**src/sse_pkg.sv**
```systemverilog
// Shared types and fixed field widths for the sorted set engine.
package sse_pkg;

    localparam int KEY_BITS      = 32;
    localparam int REQ_BITS      = 3;
    localparam int IN_USER_BITS  = 4;
    localparam int STATUS_BITS   = 2;
    localparam int COUNT_BITS    = 5;
    localparam int OUT_DATA_BITS = 40;

    typedef enum logic [REQ_BITS-1:0] {
        REQ_INSERT = 3'd0,
        REQ_REMOVE = 3'd1,
        REQ_EXISTS = 3'd2,
        REQ_MIN    = 3'd3,
        REQ_MAX    = 3'd4,
        REQ_PRED   = 3'd5,
        REQ_SUCC   = 3'd6,
        REQ_CLEAR  = 3'd7
    } req_t;

    typedef enum logic [STATUS_BITS-1:0] {
        ST_OK     = 2'd0,
        ST_ABSENT = 2'd1,
        ST_DUP    = 2'd2,
        ST_FULL   = 2'd3
    } status_t;

    typedef enum logic [3:0] {
        S_IDLE,
        S_SRCH,
        S_CMP,
        S_PROBE,
        S_FRD,
        S_FDAT,
        S_UP,
        S_DN,
        S_PUT,
        S_DONE
    } state_t;

endpackage

```
**src/sorted_set_engine_top.sv**
```systemverilog
// A search request runs a binary search over the held keys and then probes entry lo;
// pred/succ then fetch the value. Min/max fetch the end entry; clear goes straight to done.
// Insert moves keys up one per step and then places the key; remove, and a take on
// min/max/pred/succ, move keys down one per step. The store's single write port sets this.
// One request is in flight at a time; the next is taken once the last reaches the output reg.
// Reset (aresetn low, synchronous): empty set, idle sequencer, no result; store not cleared.
module sorted_set_engine_top #(
    parameter int CAPACITY  = 16,
    parameter int KEY_WIDTH = 32
) (
    input  logic                               aclk,
    input  logic                               aresetn,
    input  logic                               s_tvalid,
    output logic                               s_tready,
    input  logic [sse_pkg::KEY_BITS-1:0]       s_tdata,   // key[31:0]
    input  logic [sse_pkg::IN_USER_BITS-1:0]   s_tuser,   // req_type[2:0], take[3]
    output logic                               m_tvalid,
    input  logic                               m_tready,
    output logic [sse_pkg::OUT_DATA_BITS-1:0]  m_tdata    // status[1:0], value[33:2],
                                                          // count[38:34], zero[39]
);

    import sse_pkg::*;

    // Keys are masked to KEY_WIDTH but never wider than the key field.
    localparam int KW = (KEY_WIDTH < KEY_BITS) ? KEY_WIDTH : KEY_BITS;
    localparam int AW = $clog2(CAPACITY);
    localparam int FW = $clog2(CAPACITY + 1);
    localparam logic [FW-1:0] FILL_MAX = FW'(CAPACITY);
    localparam logic [FW-1:0] ONE      = FW'(1);
    localparam logic [FW-1:0] TWO      = FW'(2);

    // Sequencer and working registers
    state_t          state_reg, state_next;
    req_t            op_reg, op_next;
    logic            take_reg, take_next;
    logic [KW-1:0]   key_reg, key_next;
    logic [FW-1:0]   lo_reg, lo_next;
    logic [FW-1:0]   hi_reg, hi_next;
    logic [FW-1:0]   mid_reg, mid_next;
    logic [FW-1:0]   cur_reg, cur_next;
    logic [FW-1:0]   fill_reg, fill_next;
    status_t         status_reg, status_next;
    logic [KW-1:0]   value_reg, value_next;

    // Output register
    logic                    m_valid_reg, m_valid_next;
    status_t                 m_status_reg, m_status_next;
    logic [KEY_BITS-1:0]     m_value_reg, m_value_next;
    logic [COUNT_BITS-1:0]   m_count_reg, m_count_next;

    // Store port
    logic            mem_we;
    logic [AW-1:0]   mem_waddr;
    logic [KW-1:0]   mem_wdata;
    logic [FW-1:0]   rd_idx;
    logic [KW-1:0]   rd_data;

    // Input beat decode
    logic            in_accept;
    req_t            in_op;
    logic            in_take;
    logic [KW-1:0]   in_key;
    logic            in_search;

    // Shared compare/step terms
    logic [FW-1:0]   mid_w;
    logic            lo_lt_hi;
    logic            hit;
    logic            full;
    logic [FW-1:0]   succ_idx;
    logic [FW-1:0]   lo_inc;
    logic [FW-1:0]   cur_inc;
    logic [FW-1:0]   cur_dec;
    logic            dn_more;
    logic            out_free;

    logic [KW+KEY_BITS-1:0]   value_ext;
    logic [FW+COUNT_BITS-1:0] fill_ext;

    assign s_tready  = (state_reg == S_IDLE);
    assign in_accept = s_tvalid && s_tready;
    assign in_op     = req_t'(s_tuser[REQ_BITS-1:0]);
    assign in_take   = s_tuser[REQ_BITS];
    assign in_key    = s_tdata[KW-1:0];
    assign in_search = in_op inside {REQ_INSERT, REQ_REMOVE, REQ_EXISTS, REQ_PRED, REQ_SUCC};

    // Binary search keeps [lo, hi); the probe of entry lo follows once the range closes.
    assign mid_w    = lo_reg + ((hi_reg - lo_reg) >> 1);
    assign lo_lt_hi = (lo_reg < hi_reg);
    assign hit      = (lo_reg < fill_reg) && (rd_data == key_reg);
    assign full     = (fill_reg == FILL_MAX);
    assign succ_idx = lo_reg + {{(FW-1){1'b0}}, hit};
    assign lo_inc   = lo_reg + ONE;
    assign cur_inc  = cur_reg + ONE;
    assign cur_dec  = cur_reg - ONE;
    assign dn_more  = ({1'b0, cur_reg} + {1'b0, TWO}) < {1'b0, fill_reg};
    assign out_free = !m_valid_reg || m_tready;

    assign value_ext = {{KEY_BITS{1'b0}}, value_reg};
    assign fill_ext  = {{COUNT_BITS{1'b0}}, fill_reg};

    sse_mem #(
        .DEPTH (CAPACITY),
        .WIDTH (KW)
    ) u_mem (
        .aclk  (aclk),
        .we    (mem_we),
        .waddr (mem_waddr),
        .wdata (mem_wdata),
        .raddr (rd_idx[AW-1:0]),
        .rdata (rd_data)
    );

    // Next state
    always_comb begin
        state_next = state_reg;
        case (state_reg)
            S_IDLE: begin
                if (in_accept) begin
                    if (in_search) begin
                        state_next = S_SRCH;
                    end else if (in_op == REQ_CLEAR || fill_reg == '0) begin
                        state_next = S_DONE;
                    end else begin
                        state_next = S_FRD;
                    end
                end
            end
            S_SRCH:  state_next = lo_lt_hi ? S_CMP : S_PROBE;
            S_CMP:   state_next = S_SRCH;
            S_PROBE: begin
                case (op_reg)
                    REQ_INSERT: begin
                        if (hit || full) begin
                            state_next = S_DONE;
                        end else begin
                            state_next = (fill_reg == lo_reg) ? S_PUT : S_UP;
                        end
                    end
                    REQ_REMOVE: state_next = (hit && lo_inc < fill_reg) ? S_DN : S_DONE;
                    REQ_PRED:   state_next = (lo_reg != '0) ? S_FRD : S_DONE;
                    REQ_SUCC:   state_next = (succ_idx < fill_reg) ? S_FRD : S_DONE;
                    default:    state_next = S_DONE;
                endcase
            end
            S_FRD:   state_next = S_FDAT;
            S_FDAT:  state_next = (take_reg && cur_inc < fill_reg) ? S_DN : S_DONE;
            S_UP:    state_next = (cur_dec == lo_reg) ? S_PUT : S_UP;
            S_DN:    state_next = dn_more ? S_DN : S_DONE;
            S_PUT:   state_next = S_DONE;
            S_DONE:  state_next = out_free ? S_IDLE : S_DONE;
            default: state_next = S_IDLE;
        endcase
    end

    // Datapath, store port and output register loads
    always_comb begin
        op_next       = op_reg;
        take_next     = take_reg;
        key_next      = key_reg;
        lo_next       = lo_reg;
        hi_next       = hi_reg;
        mid_next      = mid_reg;
        cur_next      = cur_reg;
        fill_next     = fill_reg;
        status_next   = status_reg;
        value_next    = value_reg;
        m_valid_next  = m_valid_reg;
        m_status_next = m_status_reg;
        m_value_next  = m_value_reg;
        m_count_next  = m_count_reg;
        mem_we        = 1'b0;
        mem_waddr     = cur_reg[AW-1:0];
        mem_wdata     = rd_data;
        rd_idx        = cur_reg;

        // Drop the beat once taken
        if (m_valid_reg && m_tready) begin
            m_valid_next = 1'b0;
        end

        case (state_reg)
            S_IDLE: begin
                if (in_accept) begin
                    op_next     = in_op;
                    take_next   = in_take;
                    key_next    = in_key;
                    lo_next     = '0;
                    hi_next     = fill_reg;
                    status_next = ST_OK;
                    value_next  = '0;
                    cur_next    = (in_op == REQ_MAX) ? (fill_reg - ONE) : '0;
                    if (in_op == REQ_CLEAR) begin
                        fill_next = '0;
                    end else if (!in_search && fill_reg == '0) begin
                        status_next = ST_ABSENT;
                    end
                end
            end
            S_SRCH: begin
                rd_idx   = lo_lt_hi ? mid_w : lo_reg;
                mid_next = mid_w;
            end
            S_CMP: begin
                if (rd_data < key_reg) begin
                    lo_next = mid_reg + ONE;
                end else begin
                    hi_next = mid_reg;
                end
            end
            S_PROBE: begin
                // Prime the first move: top entry for insert, next entry for remove
                rd_idx = (op_reg == REQ_INSERT) ? (fill_reg - ONE) : lo_inc;
                case (op_reg)
                    REQ_INSERT: begin
                        if (hit) begin
                            status_next = ST_DUP;
                        end else if (full) begin
                            status_next = ST_FULL;
                        end else begin
                            cur_next = fill_reg;
                        end
                    end
                    REQ_REMOVE: begin
                        if (hit) begin
                            cur_next = lo_reg;
                            if (!(lo_inc < fill_reg)) begin
                                fill_next = fill_reg - ONE;
                            end
                        end else begin
                            status_next = ST_ABSENT;
                        end
                    end
                    REQ_EXISTS: status_next = hit ? ST_OK : ST_ABSENT;
                    REQ_PRED: begin
                        if (lo_reg != '0) begin
                            cur_next = lo_reg - ONE;
                        end else begin
                            status_next = ST_ABSENT;
                        end
                    end
                    REQ_SUCC: begin
                        if (succ_idx < fill_reg) begin
                            cur_next = succ_idx;
                        end else begin
                            status_next = ST_ABSENT;
                        end
                    end
                    default: status_next = ST_OK;
                endcase
            end
            S_FRD: begin
                rd_idx = cur_reg;
            end
            S_FDAT: begin
                value_next = rd_data;
                rd_idx     = cur_inc;
                if (take_reg && !(cur_inc < fill_reg)) begin
                    fill_next = fill_reg - ONE;
                end
            end
            S_UP: begin
                // Move entry cur-1 up into cur, read the one below it
                mem_we   = 1'b1;
                cur_next = cur_dec;
                rd_idx   = cur_reg - TWO;
            end
            S_DN: begin
                // Move entry cur+1 down into cur, read the one above it
                mem_we   = 1'b1;
                cur_next = cur_inc;
                rd_idx   = cur_reg + TWO;
                if (!dn_more) begin
                    fill_next = fill_reg - ONE;
                end
            end
            S_PUT: begin
                mem_we    = 1'b1;
                mem_waddr = lo_reg[AW-1:0];
                mem_wdata = key_reg;
                fill_next = fill_reg + ONE;
            end
            S_DONE: begin
                if (out_free) begin
                    m_valid_next  = 1'b1;
                    m_status_next = status_reg;
                    m_value_next  = value_ext[KEY_BITS-1:0];
                    m_count_next  = fill_ext[COUNT_BITS-1:0];
                end
            end
            default: begin
                mem_we = 1'b0;
            end
        endcase
    end

    // Control state
    always_ff @(posedge aclk) begin
        if (!aresetn) begin
            state_reg   <= S_IDLE;
            fill_reg    <= '0;
            m_valid_reg <= 1'b0;
        end else begin
            state_reg   <= state_next;
            fill_reg    <= fill_next;
            m_valid_reg <= m_valid_next;
        end
    end

    // Payload, no reset
    always_ff @(posedge aclk) begin
        op_reg       <= op_next;
        take_reg     <= take_next;
        key_reg      <= key_next;
        lo_reg       <= lo_next;
        hi_reg       <= hi_next;
        mid_reg      <= mid_next;
        cur_reg      <= cur_next;
        status_reg   <= status_next;
        value_reg    <= value_next;
        m_status_reg <= m_status_next;
        m_value_reg  <= m_value_next;
        m_count_reg  <= m_count_next;
    end

    assign m_tvalid = m_valid_reg;
    assign m_tdata  = {1'b0, m_count_reg, m_value_reg, m_status_reg};

    // Checks
    a_fill_bound: assert property (@(posedge aclk) disable iff (!aresetn)
        fill_reg <= FILL_MAX)
        else $error("set count above capacity");

    a_busy_after_accept: assert property (@(posedge aclk) disable iff (!aresetn)
        in_accept |=> state_reg != S_IDLE)
        else $error("sequencer idle right after accepting a request");

    a_write_in_move: assert property (@(posedge aclk) disable iff (!aresetn)
        mem_we |-> (state_reg == S_UP || state_reg == S_DN || state_reg == S_PUT))
        else $error("store written outside a move or place step");

    a_full_status: assert property (@(posedge aclk) disable iff (!aresetn)
        (state_reg == S_DONE && status_reg == ST_FULL) |-> fill_reg == FILL_MAX)
        else $error("full status reported on a set that is not full");

    a_search_in_range: assert property (@(posedge aclk) disable iff (!aresetn)
        state_reg == S_CMP |-> mid_reg < fill_reg)
        else $error("search read beyond the held entries");

endmodule

```
**src/sse_mem.sv**
```systemverilog
// Key store: single write port, single registered read port.
module sse_mem #(
    parameter int DEPTH = 16,
    parameter int WIDTH = 32
) (
    input  logic                     aclk,
    input  logic                     we,
    input  logic [$clog2(DEPTH)-1:0] waddr,
    input  logic [WIDTH-1:0]         wdata,
    input  logic [$clog2(DEPTH)-1:0] raddr,
    output logic [WIDTH-1:0]         rdata
);

    logic [WIDTH-1:0] mem [DEPTH];

    always_ff @(posedge aclk) begin
        if (we) begin
            mem[waddr] <= wdata;
        end
    end

    always_ff @(posedge aclk) begin
        rdata <= mem[raddr];
    end

endmodule
```
**config.mk**
```make
export PLATFORM = sky130hd
export DESIGN_NAME = sorted_set_engine_top
export DESIGN_NICKNAME = d
export VERILOG_FILES = /design/src/sse_pkg.sv /design/src/sorted_set_engine_top.sv /design/src/sse_mem.sv
export SDC_FILE = /design/constraint.sdc
export NUM_CORES = 1
export LEC_CHECK = 0
export CAP_MARGIN = 25
export CORE_MARGIN = 2
export CORE_UTILIZATION = 30
export CTS_CLUSTER_SIZE = 40
export DETAILED_ROUTE_END_ITERATION = 6
export DONT_BUFFER_PORTS = 1
export PLACE_DENSITY = 0.49
export SLEW_MARGIN = 40
export SYNTH_ARGS = -nofsm -noshare
export SYNTH_HDL_FRONTEND = slang
export SYNTH_SLANG_ARGS = --single-unit
```
**constraint.sdc**
```tcl
create_clock -name aclk -period 8.09 [get_ports aclk]
set_input_delay 0.4045 -clock aclk [delete_from_list [all_inputs] [get_ports aclk]]
set_output_delay 0.4045 -clock aclk [all_outputs]
set_load 0.1 [all_outputs]
```
======== Word-level counts from Yosys, hierarchy flattened ========
Memory sizes are Yosys's and may differ from the RTL's. A register that Yosys moved wholly into a read port is not among the register bits.
Cells that the tools add are included.
cells by class
  $add $sub $neg .......................... 13
  $lt $le $gt $ge ......................... 7
  equality and inequality tests ........... 42
  mux-type cells .......................... 62
  reduce and logical (&&, ||, !) cells .... 33
operators by type and width
  kind                                              count
  two-way mux 5 bit                                 18
  two-way mux 32 bit                                2
  case mux 32 bit (2 select lines)                  1
  two-way mux 4 bit                                 15
  case mux 4 bit (10 select lines)                  1
  case mux 5 bit (4 select lines)                   2
  == test 32 bit                                    1
  less-than comparator 32 bit                       1
  less-than comparator 5 bit                        5
  case mux 5 bit (5 select lines)                   1
  inequality test 3 bit, second input constant      8
  adder 5 x 1 -> 5 bit, second input constant       4
  case mux 4 bit (5 select lines)                   1
  case mux 5 bit (2 select lines)                   2
  == test 3 bit, second input constant              6
  == test 4 x 3 -> 1 bit, second input constant     4
  case mux 4 bit (4 select lines)                   1
  AND reduction 8 bit                               2
  nonzero test 5 bit                                3
  subtractor 5 x 1 -> 5 bit, second input constant  3
  two-way mux 2 bit                                 6
  inequality test 2 bit, second input constant      6
  == test 5 bit                                     2
  two-way mux 1 bit                                 10
  30 further kinds                                  52
word-level totals
  register bits after elaboration ......... 139
  RAM bits ................................ 512
  logic and storage cells ................. 173
  memories kept ........................... 1
memories
  memory     depth  bits a word  rd ports  clocked after memory_dff  write ports  RTL line       text
  u_mem.mem  16     32           1         1                         1            sse_mem.sv:14  logic [WIDTH-1:0] mem [DEPTH];

======== Longest topological paths before layout ========
Gate-level depths: netlist of the first run.
  word-level depth ........................ 8
  mapped depth ............................ 16
  depth with buffers taken out ............ 16

======== Modules after synthesis ========
From an unflattened synthesis of the first run, not the netlist that was laid out.
second synthesis, totals
  cells, all modules ...................... 1635
  area, all modules ....................... 28355.9 um^2
by module, submodules not included
  module                 instances  cells each  area each (um^2)  sequential area each (um^2)
  sse_mem                1          838         19854.0           16015.4
  sorted_set_engine_top  1          797         8501.9            4073.9

======== Worst setup path after synthesis of the first run ========
No wires, ideal clock.
  path type ............................... reg2reg
  from .................................... register key_reg[26]
  to ...................................... register cur_reg[0] (enable)
  setup time .............................. 374 ps
  arrival time ............................ 3703 ps
  path slack .............................. 4014 ps
  stages on the path, launching flop included .. 16
  buffers on the path ..................... 0
  cells stage by stage .................... edfxtp_1 -> inv_1 -> ha_1 -> and3_1 -> nand4_1 -> or3_1 -> nor3_4 -> ha_1 -> ha_1 -> ha_1 -> a21o_1 -> a21o_1 -> a21o_1 -> a211oi_1 -> nor2_1 -> nor3_1
between the ends
  longest elaborated chain between the ends .. 6
ends and longest elaborated chain
  item                                    RTL line                      text
  from (decl)                             sorted_set_engine_top.sv:37   logic [KW-1:0] key_reg, key_next;
  from (signal assigned)                  sorted_set_engine_top.sv:315  key_reg <= key_next;
  == test 32 bit *                        sorted_set_engine_top.sv:91   assign hit = (lo_reg < fill_reg) && (rd_data == key_reg);
  logical AND 1 bit *                     sorted_set_engine_top.sv:91
  adder 5 x 1 -> 5 bit                    sorted_set_engine_top.sv:93   assign succ_idx = lo_reg + {{(FW-1){1'b0}}, hit};
  less-than comparator 5 bit              sorted_set_engine_top.sv:244  if (succ_idx < fill_reg) begin
  inequality test 3 bit (no source line)  -
  AND reduction 8 bit (no source line) *  -
  to (signal assigned)                    sorted_set_engine_top.sv:319  cur_reg <= cur_next;
  to (decl)                               sorted_set_engine_top.sv:41   logic [FW-1:0] cur_reg, cur_next;
Every way passes the cells marked *; elsewhere a longest branch is shown, timed or not.
A chain may end at the register's enable or synchronous reset.

======== Worst setup path after layout of the first run ========
  from .................................... register key_reg[31]
  to ...................................... register cur_reg[4] (enable)
The elaborated chain is that of the path after synthesis.

==> impl_metrics.py, run 1 <==
metrics = {
    "grt": {
        "track_usage_pct": 15.8,
        "grt_pass1_wl_mm": 117,
        "antenna_found_initial": 7,
        "first_global_vias": 18000,
        "overflow": 0,
        "grt_max_degree": 193,
    },
    "cells_and_area": {
        "top_register": "u_mem.mem",
        "fillers": 9004,
        "layout-drive-gt1-share_pct": 11.0,
        "final_common_cell": "edfxtp_1",
        "mostFrequentLayoutCells": "641 x edfxtp_1, 457 x nand2_1, 155 x a21oi_1",
        "syn_to_final_growth_pct": 17.2,
        "n_antenna_cell": 0,
        "seq_area_sq_mm": 0.0201,
        "multiInputGateArea_sq_mm": 0.00814,
        "largest_register_ffs": 512,
        "layout.nets": 2351,
    },
    "floorplanning": {
        "rows": 113,
        "die_h_um": 314,
        "start_util_pct": 30.3,
        "dieArea_sq_mm": 0.0985,
        "io_pins": 82,
        "core_sq_mm": 0.0952,
        "die_width_um": 314,
    },
    "synth": {
        "ys.flop_type": "edfxtp_1",
        "syn-cell-area_sq_mm": 0.0288,
        "yosys.area.top_type_share_pct": 66.8,
        "seq_area_frac_synth_pct": 69.7,
        "avgSynthCellArea_sq_um": 13.3,
        "synth-seq-cells": 683,
        "syn_nets": 2288,
        "netlist_top_cells_area": "edfxtp_1 67%, nand2_1 6.0%, ha_1 3.3%",
        "yosysTopAreaCell": "edfxtp_1",
        "synth_edf_count": 641,
        "syn_inst": 2168,
        "synth_warnings": 0,
        "yosysUniqueCellTypes": 70,
        "synthArstFlopShare_pct": 0,
    },
    "sta": {
        "slew_viol_final": 0,
        "final.setup.tns_ns": 0,
        "setup_viol": 0,
        "final_hold_viol_count": 0,
        "slew_headroom_pct": 40.2,
        "grt_setup_unrepaired": "false",
        "min_period_ns": 5.31,
        "fin_worst_skew_ns": 0.0175,
        "finalCritPeriodShare_pct": 65.6,
        "worst_pin_slew_ns": 0.899,
        "fin_worst_hold_slack_ns": 0.0619,
        "fmax_mhz": 188,
    },
    "cts": {
        "cts-root-buf": "clkbuf_16",
        "cts.clk_slew.worst_paths_ns": 0.06,
        "cts_tree": "yes",
        "htreeDepth": 3,
        "numCtsBuffers": 74,
        "worstSkewPairLatency_ns": 0.61,
        "cts_sinks": 683,
        "cts_buffer_depth": 3,
    },
    "placed_design": {
        "place_congestion": 0.861,
        "dp.final_hpwl_mm": 44.0,
        "io_buffers": 0,
    },
    "routing": {
        "wire_per_inst_um": 22.2,
        "viasPerCell": 5.07,
        "drtPass1Iterations": 5,
        "drt_iter0_drc": 1559,
        "drc": 0,
        "vias": 18000,
        "ant_nets": 0,
        "routed_wl_mm": 78.9,
    },
    "setup_path": {
        "worst_setup_path_end_kind": "flop",
        "r2r_cells": 15,
        "critPathLaunchType": "flop",
        "cp_max_fo": 10,
        "cp.arrival_ns": 5.55,
        "cp-endpoint": "cur_reg[4]",
        "critical_path_class": "reg -> reg",
        "required_ns": 8.33,
        "r2r-end": "cur_reg[4]",
        "critical_path.startpoint": "key_reg[31]",
        "worstReg2RegStart": "key_reg[31]",
        "rrSetupSlack_ns": 2.78,
    },
    "outcome": {
        "status": "finished, final reports clean",
    },
    "min_path": {
        "hold_path.class": "in -> reg",
    },
    "power_and_ir_drop": {
        "p_leak_uw": 0.0115,
        "p_per_area_mw_per_mm2": 391,
        "total_power_uw": 13200,
        "ir_drop_uv": 297,
    },
    "job": {
        "drv_cap": 0,
    },
}
metrics by stage:
stage	area (sq um)	worst slack [ns]	utilization [%]	cells
after floorplan	28800	4.01	-	2168
after global placement	30500	2.95	32.1	3363
after detailed placement	30900	2.85	32.5	3379
final	33800	2.78	35.5	3557
after CTS	33700	2.82	35.4	3554
after global routing	33800	2.52	35.5	3557
per-layer routing:
metal | global-route usage, % | vias up | wire, um
met2 | 26.3 | 440 | 38200
met1 | 21.7 | 9163 | 35700
li1 | - | 8324 | -
met4 | 3.99 | 12 | 1240
met3 | 2.29 | 94 | 3630
met5 | 0 | - | 70
cells by family (layout without fill, tap and decap cells):
| group | count (synthesis) | count (layout) | share of synthesized area (%) |
|---|---|---|---|
| AO/OA/AOI/OAI | 526 | 526 | 13.2 |
| AND/OR/NAND/NOR | 636 | 636 | 9.31 |
| flip-flops | 683 | 683 | 69.7 |
| adder cells (fa/ha/maj) | 80 | 80 | 3.55 |
| other | 1 | 1 | 0.0130 |
| buffers and inverters | 199 | 323 | 2.87 |
| multiplexers | 10 | 10 | 0.369 |
| XOR/XNOR | 33 | 33 | 1.00 |
how the worst min path moves through the flow:
stage / end / slack [ns] / startpoint / depth (start not counted)
2_1_floorplan: m_status_reg[0] / 0.40 / status_reg[0] / 0
3_3_place_gp: m_value_reg[1] / 0.41 / value_reg[1] / 0
3_5_place_dp: m_value_reg[20] / 0.40 / value_reg[20] / 0
4_1_cts: state_reg[2] / 0.03 / aresetn / 2
5_1_grt: state_reg[2] / 0.05 / aresetn / 2
6_report: state_reg[2] / 0.06 / aresetn / 2
synth_stat cells, types with 22 or more instances:
master / instances
a21o_1: 22
a21oi_1: 156
a22oi_1: 36
a32o_1: 64
a32oi_1: 67
and2_1: 35
buf_2: 46
clkbuf_1: 80
dfxtp_1: 42
edfxtp_1: 641
ha_1: 77
inv_1: 61
nand2_1: 458
nor2_1: 59
o21ai_0: 64
o221ai_1: 31
xnor2_1: 24
worst max-delay path, stage by stage (launching register included):
cell and delay [ns]:
edfxtp_1 0.32, inv_1 0.05, ha_1 0.31, and3_1 0.20, nand4_1 0.32, or3_1 0.63, nor3_4 0.52, ha_1 0.27
ha_1 0.25, ha_1 0.28, a21o_1 0.16, a21o_1 0.19, a21o_1 0.19, a211oi_1 0.39, nor2_1 0.15, nor3_1 0.67
report_power, final:
group | total (uW) | internal (uW) | leakage, uW | switching [uW]
Clock | 3310 | 1930 | 0.00116 | 1390
Combinational | 4990 | 1680 | 0.00417 | 3310
Sequential | 4890 | 4620 | 0.00620 | 272
layout make-up:
cell class / count / area share [%]
clock buffer: 95 / 5.97
tap: 1265 / 4.69
sequential: 683 / 59.5
timing repair buffer: 124 / 3.97
clock inverter: 42 / 1.09
inverter: 62 / 0.689
multi-input combinational: 1286 / 24.1
timing repair:
| action | in CTS | in global routing |
|---|---|---|
| setup buffers | 0 | 0 |
| resized for setup | 0 | 0 |
| hold buffers | 38 | 0 |
| setup endpoints to repair | 0 | 0 |
| endpoints found under the hold margin | 42 | 0 |
No activity file was read; power rests on OpenSTA's default activity.
==> run 2, diff against run 1 <==
PLACE_DENSITY = 0.5   (was 0.49)
clock period = 4.4 ns   (was 8.09 ns; I/O delays follow)
==> impl_metrics.py, run 2 (synthesis results as in run 1) <==
metrics = {
    "outcome": {
        "status": "finished, final reports clean",
    },
    "sta": {
        "fin_worst_hold_slack_ns": 0.0392,
        "finalCritPeriodShare_pct": 94.3,
        "slew_headroom_pct": 40.3,
        "min_period_ns": 4.15,
        "grt_setup_unrepaired": "false",
        "fin_ws_ns": 0.251,
        "fmax_mhz": 241,
        "slew_viol_final": 0,
        "setup_viol": 0,
        "worst_pin_slew_ns": 0.897,
        "fin_worst_skew_ns": 0.0260,
        "final.setup.tns_ns": 0,
        "final_hold_viol_count": 0,
    },
    "cts": {
        "worstSkewPairLatency_ns": 0.63,
        "htreeDepth": 3,
        "cts_sinks": 683,
        "numCtsBuffers": 73,
        "cts.clk_slew.worst_paths_ns": 0.06,
        "cts_tree": "yes",
        "cts-root-buf": "clkbuf_16",
        "cts_buffer_depth": 3,
    },
    "floorplanning": {
        "dieArea_sq_mm": 0.0985,
        "die_width_um": 314,
        "die_h_um": 314,
        "rows": 113,
        "core_sq_mm": 0.0952,
        "start_util_pct": 30.3,
        "io_pins": 82,
    },
    "job": {
        "drv_cap": 0,
    },
    "routing": {
        "drc": 0,
        "ant_nets": 0,
        "viasPerCell": 5.11,
        "vias": 18500,
        "wire_per_inst_um": 22.3,
        "routed_wl_mm": 80.7,
        "drtPass1Iterations": 5,
        "drt_iter0_drc": 1473,
    },
    "cells_and_area": {
        "multiInputGateArea_sq_mm": 0.00811,
        "fin_area_sq_mm": 0.0345,
        "mostFrequentLayoutCells": "641 x edfxtp_1, 457 x nand2_1, 155 x a21oi_1",
        "syn_to_final_growth_pct": 19.7,
        "layout.nets": 2416,
        "largest_register_ffs": 512,
        "n_antenna_cell": 0,
        "layout-drive-gt1-share_pct": 13.3,
        "top_register": "u_mem.mem",
        "fillers": 9004,
        "seq_area_sq_mm": 0.0201,
        "final_common_cell": "edfxtp_1",
    },
    "power_and_ir_drop": {
        "p_leak_uw": 0.0120,
        "internal-power_uw": 15500,
        "p_per_area_mw_per_mm2": 716,
        "comb_power_share_pct": 39.9,
        "pwr-share-seq_pct": 35.9,
        "switching_share_pct": 37.4,
        "p_clk_share_pct": 24.1,
        "switchingPower_uw": 9240,
        "ir_drop_uv": 496,
    },
    "placed_design": {
        "preCtsSetupSlack_ns": 0.165,
        "io_buffers": 0,
        "place_congestion": 0.874,
        "dp.final_hpwl_mm": 47.3,
        "place_area_sq_mm": 0.0316,
    },
    "setup_path": {
        "critical_path_class": "reg -> reg",
        "cp_max_fo": 5,
        "required_ns": 4.74,
        "worst_setup_path_end_kind": "flop",
        "critPathLaunchType": "flop",
        "cp.arrival_ns": 4.49,
    },
    "grt": {
        "track_usage_pct": 16.2,
        "first_global_vias": 18400,
        "grt_max_degree": 81,
        "overflow": 0,
        "antenna_found_initial": 7,
        "grt_pass1_wl_mm": 119,
    },
    "min_path": {
        "hold_path.class": "in -> reg",
    },
}
==> run 2: final cells by class <==
type                            count  share of cell area, %
Inverter                           62                  0.675
Timing Repair Buffer              190                   6.24
Clock inverter                     37                  0.958
Tap cell                         1265                   4.59
Clock buffer                       97                   5.76
Sequential cell                   683                   58.2
Multi-Input combinational cell   1286                   23.5
==> run 2: power groups by stage <==
stage	registers, uW	logic [uW]	clock network (uW)
2_1_floorplan	8970	6380	0
3_3_place_gp	9060	9490	0
3_5_place_dp	9030	9770	0
4_1_cts	8900	9850	6120
5_1_grt	8930	10900	6360
6_report	8880	9860	5960
==> run 2: path summary, 6_finish.rpt <==
| kind | cells after the start | slack (ns) | to | start |
|---|---|---|---|---|
| max | 16 | 0.25 | cur_reg[1] | key_reg[26] |
| min | 3 | 0.04 | status_reg[0] | s_tuser[2] |
| max reg2reg | 16 | 0.25 | cur_reg[1] | key_reg[26] |
| min reg2reg | 0 | 0.41 | m_value_reg[28] | value_reg[28] |
==> run 2: metal layers <==
metal	part of all wire, %	GRT usage [%]	up-vias	wire length [um]
met2	47	26.1	544	37600
met4	3.3	6.35	14	2680
met5	0.11	0	-	87
li1	-	-	8477	-
met1	44	21.6	9312	35900
met3	5.4	2.98	155	4390
==> run 2: repair_timing <==
item	4_1_cts	5_1_grt
endpoints found under the setup margin	0	8
hold buffers	39	0
resized for setup	0	1
setup buffers	0	2
hold endpoints to repair	46	0
==> run 2: stage by stage <==
stage          std cells  utilization [%]  power (uW)
2_1_floorplan       2168                -       15300
3_3_place_gp        3423             32.8       18600
5_1_grt             3620             36.2       26200
3_5_place_dp        3437             33.2       18800
4_1_cts             3610             36.0       24900
6_report            3620             36.2       24700
==> run 2: critical path, cell delays in order, from the launching register on <==
cell and delay (ns):
edfxtp_1 0.33, inv_1 0.05, ha_1 0.30, and3_1 0.21, nand4_1 0.15, or3_4 0.47, nor3_4 0.22, ha_1 0.21
ha_1 0.25, ha_1 0.29, a21o_1 0.16, a21o_1 0.17, a21o_1 0.19, a211oi_1 0.35, nor2_1 0.14, nor3_1 0.21
buf_4 0.17
==> run 3, diff against run 2 <==
PLACE_DENSITY = 0.41   (was 0.5)
==> impl_metrics.py, run 3 (synthesis results as in run 1) <==
metrics = {
    "power_and_ir_drop": {
        "switchingPower_uw": 9460,
        "comb_power_share_pct": 39.1,
        "p_clk_share_pct": 26.5,
        "p_per_area_mw_per_mm2": 738,
        "total_power_uw": 25800,
        "pwr-share-seq_pct": 34.4,
        "ir_drop_uv": 468,
        "internal-power_uw": 16300,
        "p_leak_uw": 0.0122,
        "switching_share_pct": 36.7,
    },
    "setup_path": {
        "worst_setup_path_end_kind": "flop",
        "critical_path_class": "reg -> reg",
        "cp.arrival_ns": 4.48,
        "cp_max_fo": 5,
        "r2r_cells": 16,
        "required_ns": 4.76,
        "critPathLaunchType": "flop",
        "rrSetupSlack_ns": 0.27,
        "r2r-end": "cur_reg[4]",
        "worstReg2RegStart": "key_reg[26]",
    },
    "routing": {
        "vias": 18200,
        "drt_iter0_drc": 1503,
        "wire_per_inst_um": 23.0,
        "ant_nets": 0,
        "viasPerCell": 5.02,
        "drc": 0,
        "drtPass1Iterations": 5,
        "routed_wl_mm": 83.7,
    },
    "min_path": {
        "hold_path.class": "in -> reg",
        "min_path_cells": 3,
        "min_from": "s_tuser[2]",
        "min_to": "status_reg[0]",
    },
    "cts": {
        "cts_tree": "yes",
        "cts_sinks": 683,
        "worstSkewPairLatency_ns": 0.64,
        "cts_buffer_depth": 3,
        "htreeDepth": 3,
        "numCtsBuffers": 77,
        "cts-root-buf": "clkbuf_16",
        "cts.clk_slew.worst_paths_ns": 0.06,
    },
    "grt": {
        "grt_max_degree": 97,
        "overflow": 0,
        "first_global_vias": 18100,
        "antenna_found_initial": 8,
        "track_usage_pct": 17.0,
        "grt_pass1_wl_mm": 124,
    },
    "sta": {
        "setup_viol": 0,
        "grt_setup_unrepaired": "false",
        "fmax_mhz": 242,
        "worst_pin_slew_ns": 0.873,
        "final_hold_viol_count": 0,
        "finalCritPeriodShare_pct": 93.8,
        "min_period_ns": 4.13,
        "fin_worst_skew_ns": 0.0291,
        "slew_headroom_pct": 40.3,
        "slew_viol_final": 0,
        "final.setup.tns_ns": 0,
    },
    "floorplanning": {
        "dieArea_sq_mm": 0.0985,
        "io_pins": 82,
        "rows": 113,
        "core_sq_mm": 0.0952,
        "die_h_um": 314,
        "start_util_pct": 30.3,
        "die_width_um": 314,
    },
    "outcome": {
        "status": "finished, final reports clean",
    },
    "cells_and_area": {
        "top_register": "u_mem.mem",
        "layout.nets": 2427,
        "layout-drive-gt1-share_pct": 14.1,
        "stdcell_count": 3635,
        "final_common_cell": "edfxtp_1",
        "mostFrequentLayoutCells": "641 x edfxtp_1, 457 x nand2_1, 155 x a21oi_1",
        "n_antenna_cell": 0,
        "syn_to_final_growth_pct": 21.3,
        "largest_register_ffs": 512,
    },
    "placed_design": {
        "place_congestion": 0.870,
        "place_inst": 3453,
        "dp.final_hpwl_mm": 51.5,
        "io_buffers": 0,
    },
    "job": {
        "drv_cap": 0,
    },
}
run 3: cell count changes in the layout (fill, tap and decap cells not counted), sizes merged:
cell      before  now
clkbuf       104   99
clkinvlp       0    1
clkinv        30   25
bufinv         4   14
inv           65   66
buf          144  157
run 3: final cells by class:
class | count | area [sq um]
clock inverter | 44 | 598
clock buffer | 98 | 2100
sequential | 683 | 20100
tap | 1265 | 1580
multi-input combinational | 1286 | 8130
inverter | 62 | 233
fill | 9101 | 60200
timing repair buffer | 197 | 2220
run 3: power groups by stage:
stage	Sequential [uW]	Combinational, uW	Clock [uW]
detailed placement	9020	10200	0
global route	8940	11200	7280
floorplan	8970	6380	0
CTS	8890	10300	7030
global placement	9040	10000	0
finish	8880	10100	6840
run 3: worst max path at each step:
stage | endpoint | startpoint | slack, ns
after floorplan | cur_reg[0] | key_reg[26] | 0.32
after global placement | cur_reg[4] | key_reg[27] | 0.19
after detailed placement | cur_reg[1] | key_reg[26] | 0.16
after CTS | cur_reg[4] | key_reg[26] | 0.14
after global routing | cur_reg[4] | key_reg[31] | 0.08
final | cur_reg[4] | key_reg[26] | 0.27
run 3: routing by layer:
layer | share of wire, % | GRT usage, %
met1 | 47 | 24.1
met2 | 46 | 26.9
met3 | 4.1 | 2.57
met4 | 2.2 | 5.03
met5 | 0.075 | 0
run 3: what timing repair did:
item / 4_1_cts / 5_1_grt
setup endpoints to repair: 0 / 6
gates resized for setup: 0 / 2
setup buffers: 0 / 0
endpoints found under the hold margin: 46 / 0
hold buffers: 39 / 0
run 3: worst max-delay path, cell delays in order (launching register included):
cell,delay [ns]
edfxtp_1,0.33
inv_1,0.05
ha_1,0.30
and3_1,0.22
nand4_1,0.19
or3_4,0.49
nor3_4,0.22
ha_1,0.19
ha_1,0.26
ha_1,0.28
a21o_1,0.17
a21o_1,0.18
a21o_1,0.19
a211oi_2,0.30
nor2_1,0.12
nor3_1,0.21
buf_4,0.17
run 3: through the flow:
stage / utilization (%) / hold WS, ns / worst slack (ns) / area, sq um
floorplan: - / 0.319 / 0.324 / 28800
global route: 36.7 / 0.0623 / 0.0832 / 35000
CTS: 36.7 / 0.0237 / 0.135 / 34900
detailed placement: 33.5 / 0.319 / 0.162 / 31800
finish: 36.7 / 0.0672 / 0.272 / 35000
global placement: 32.8 / 0.319 / 0.193 / 31300
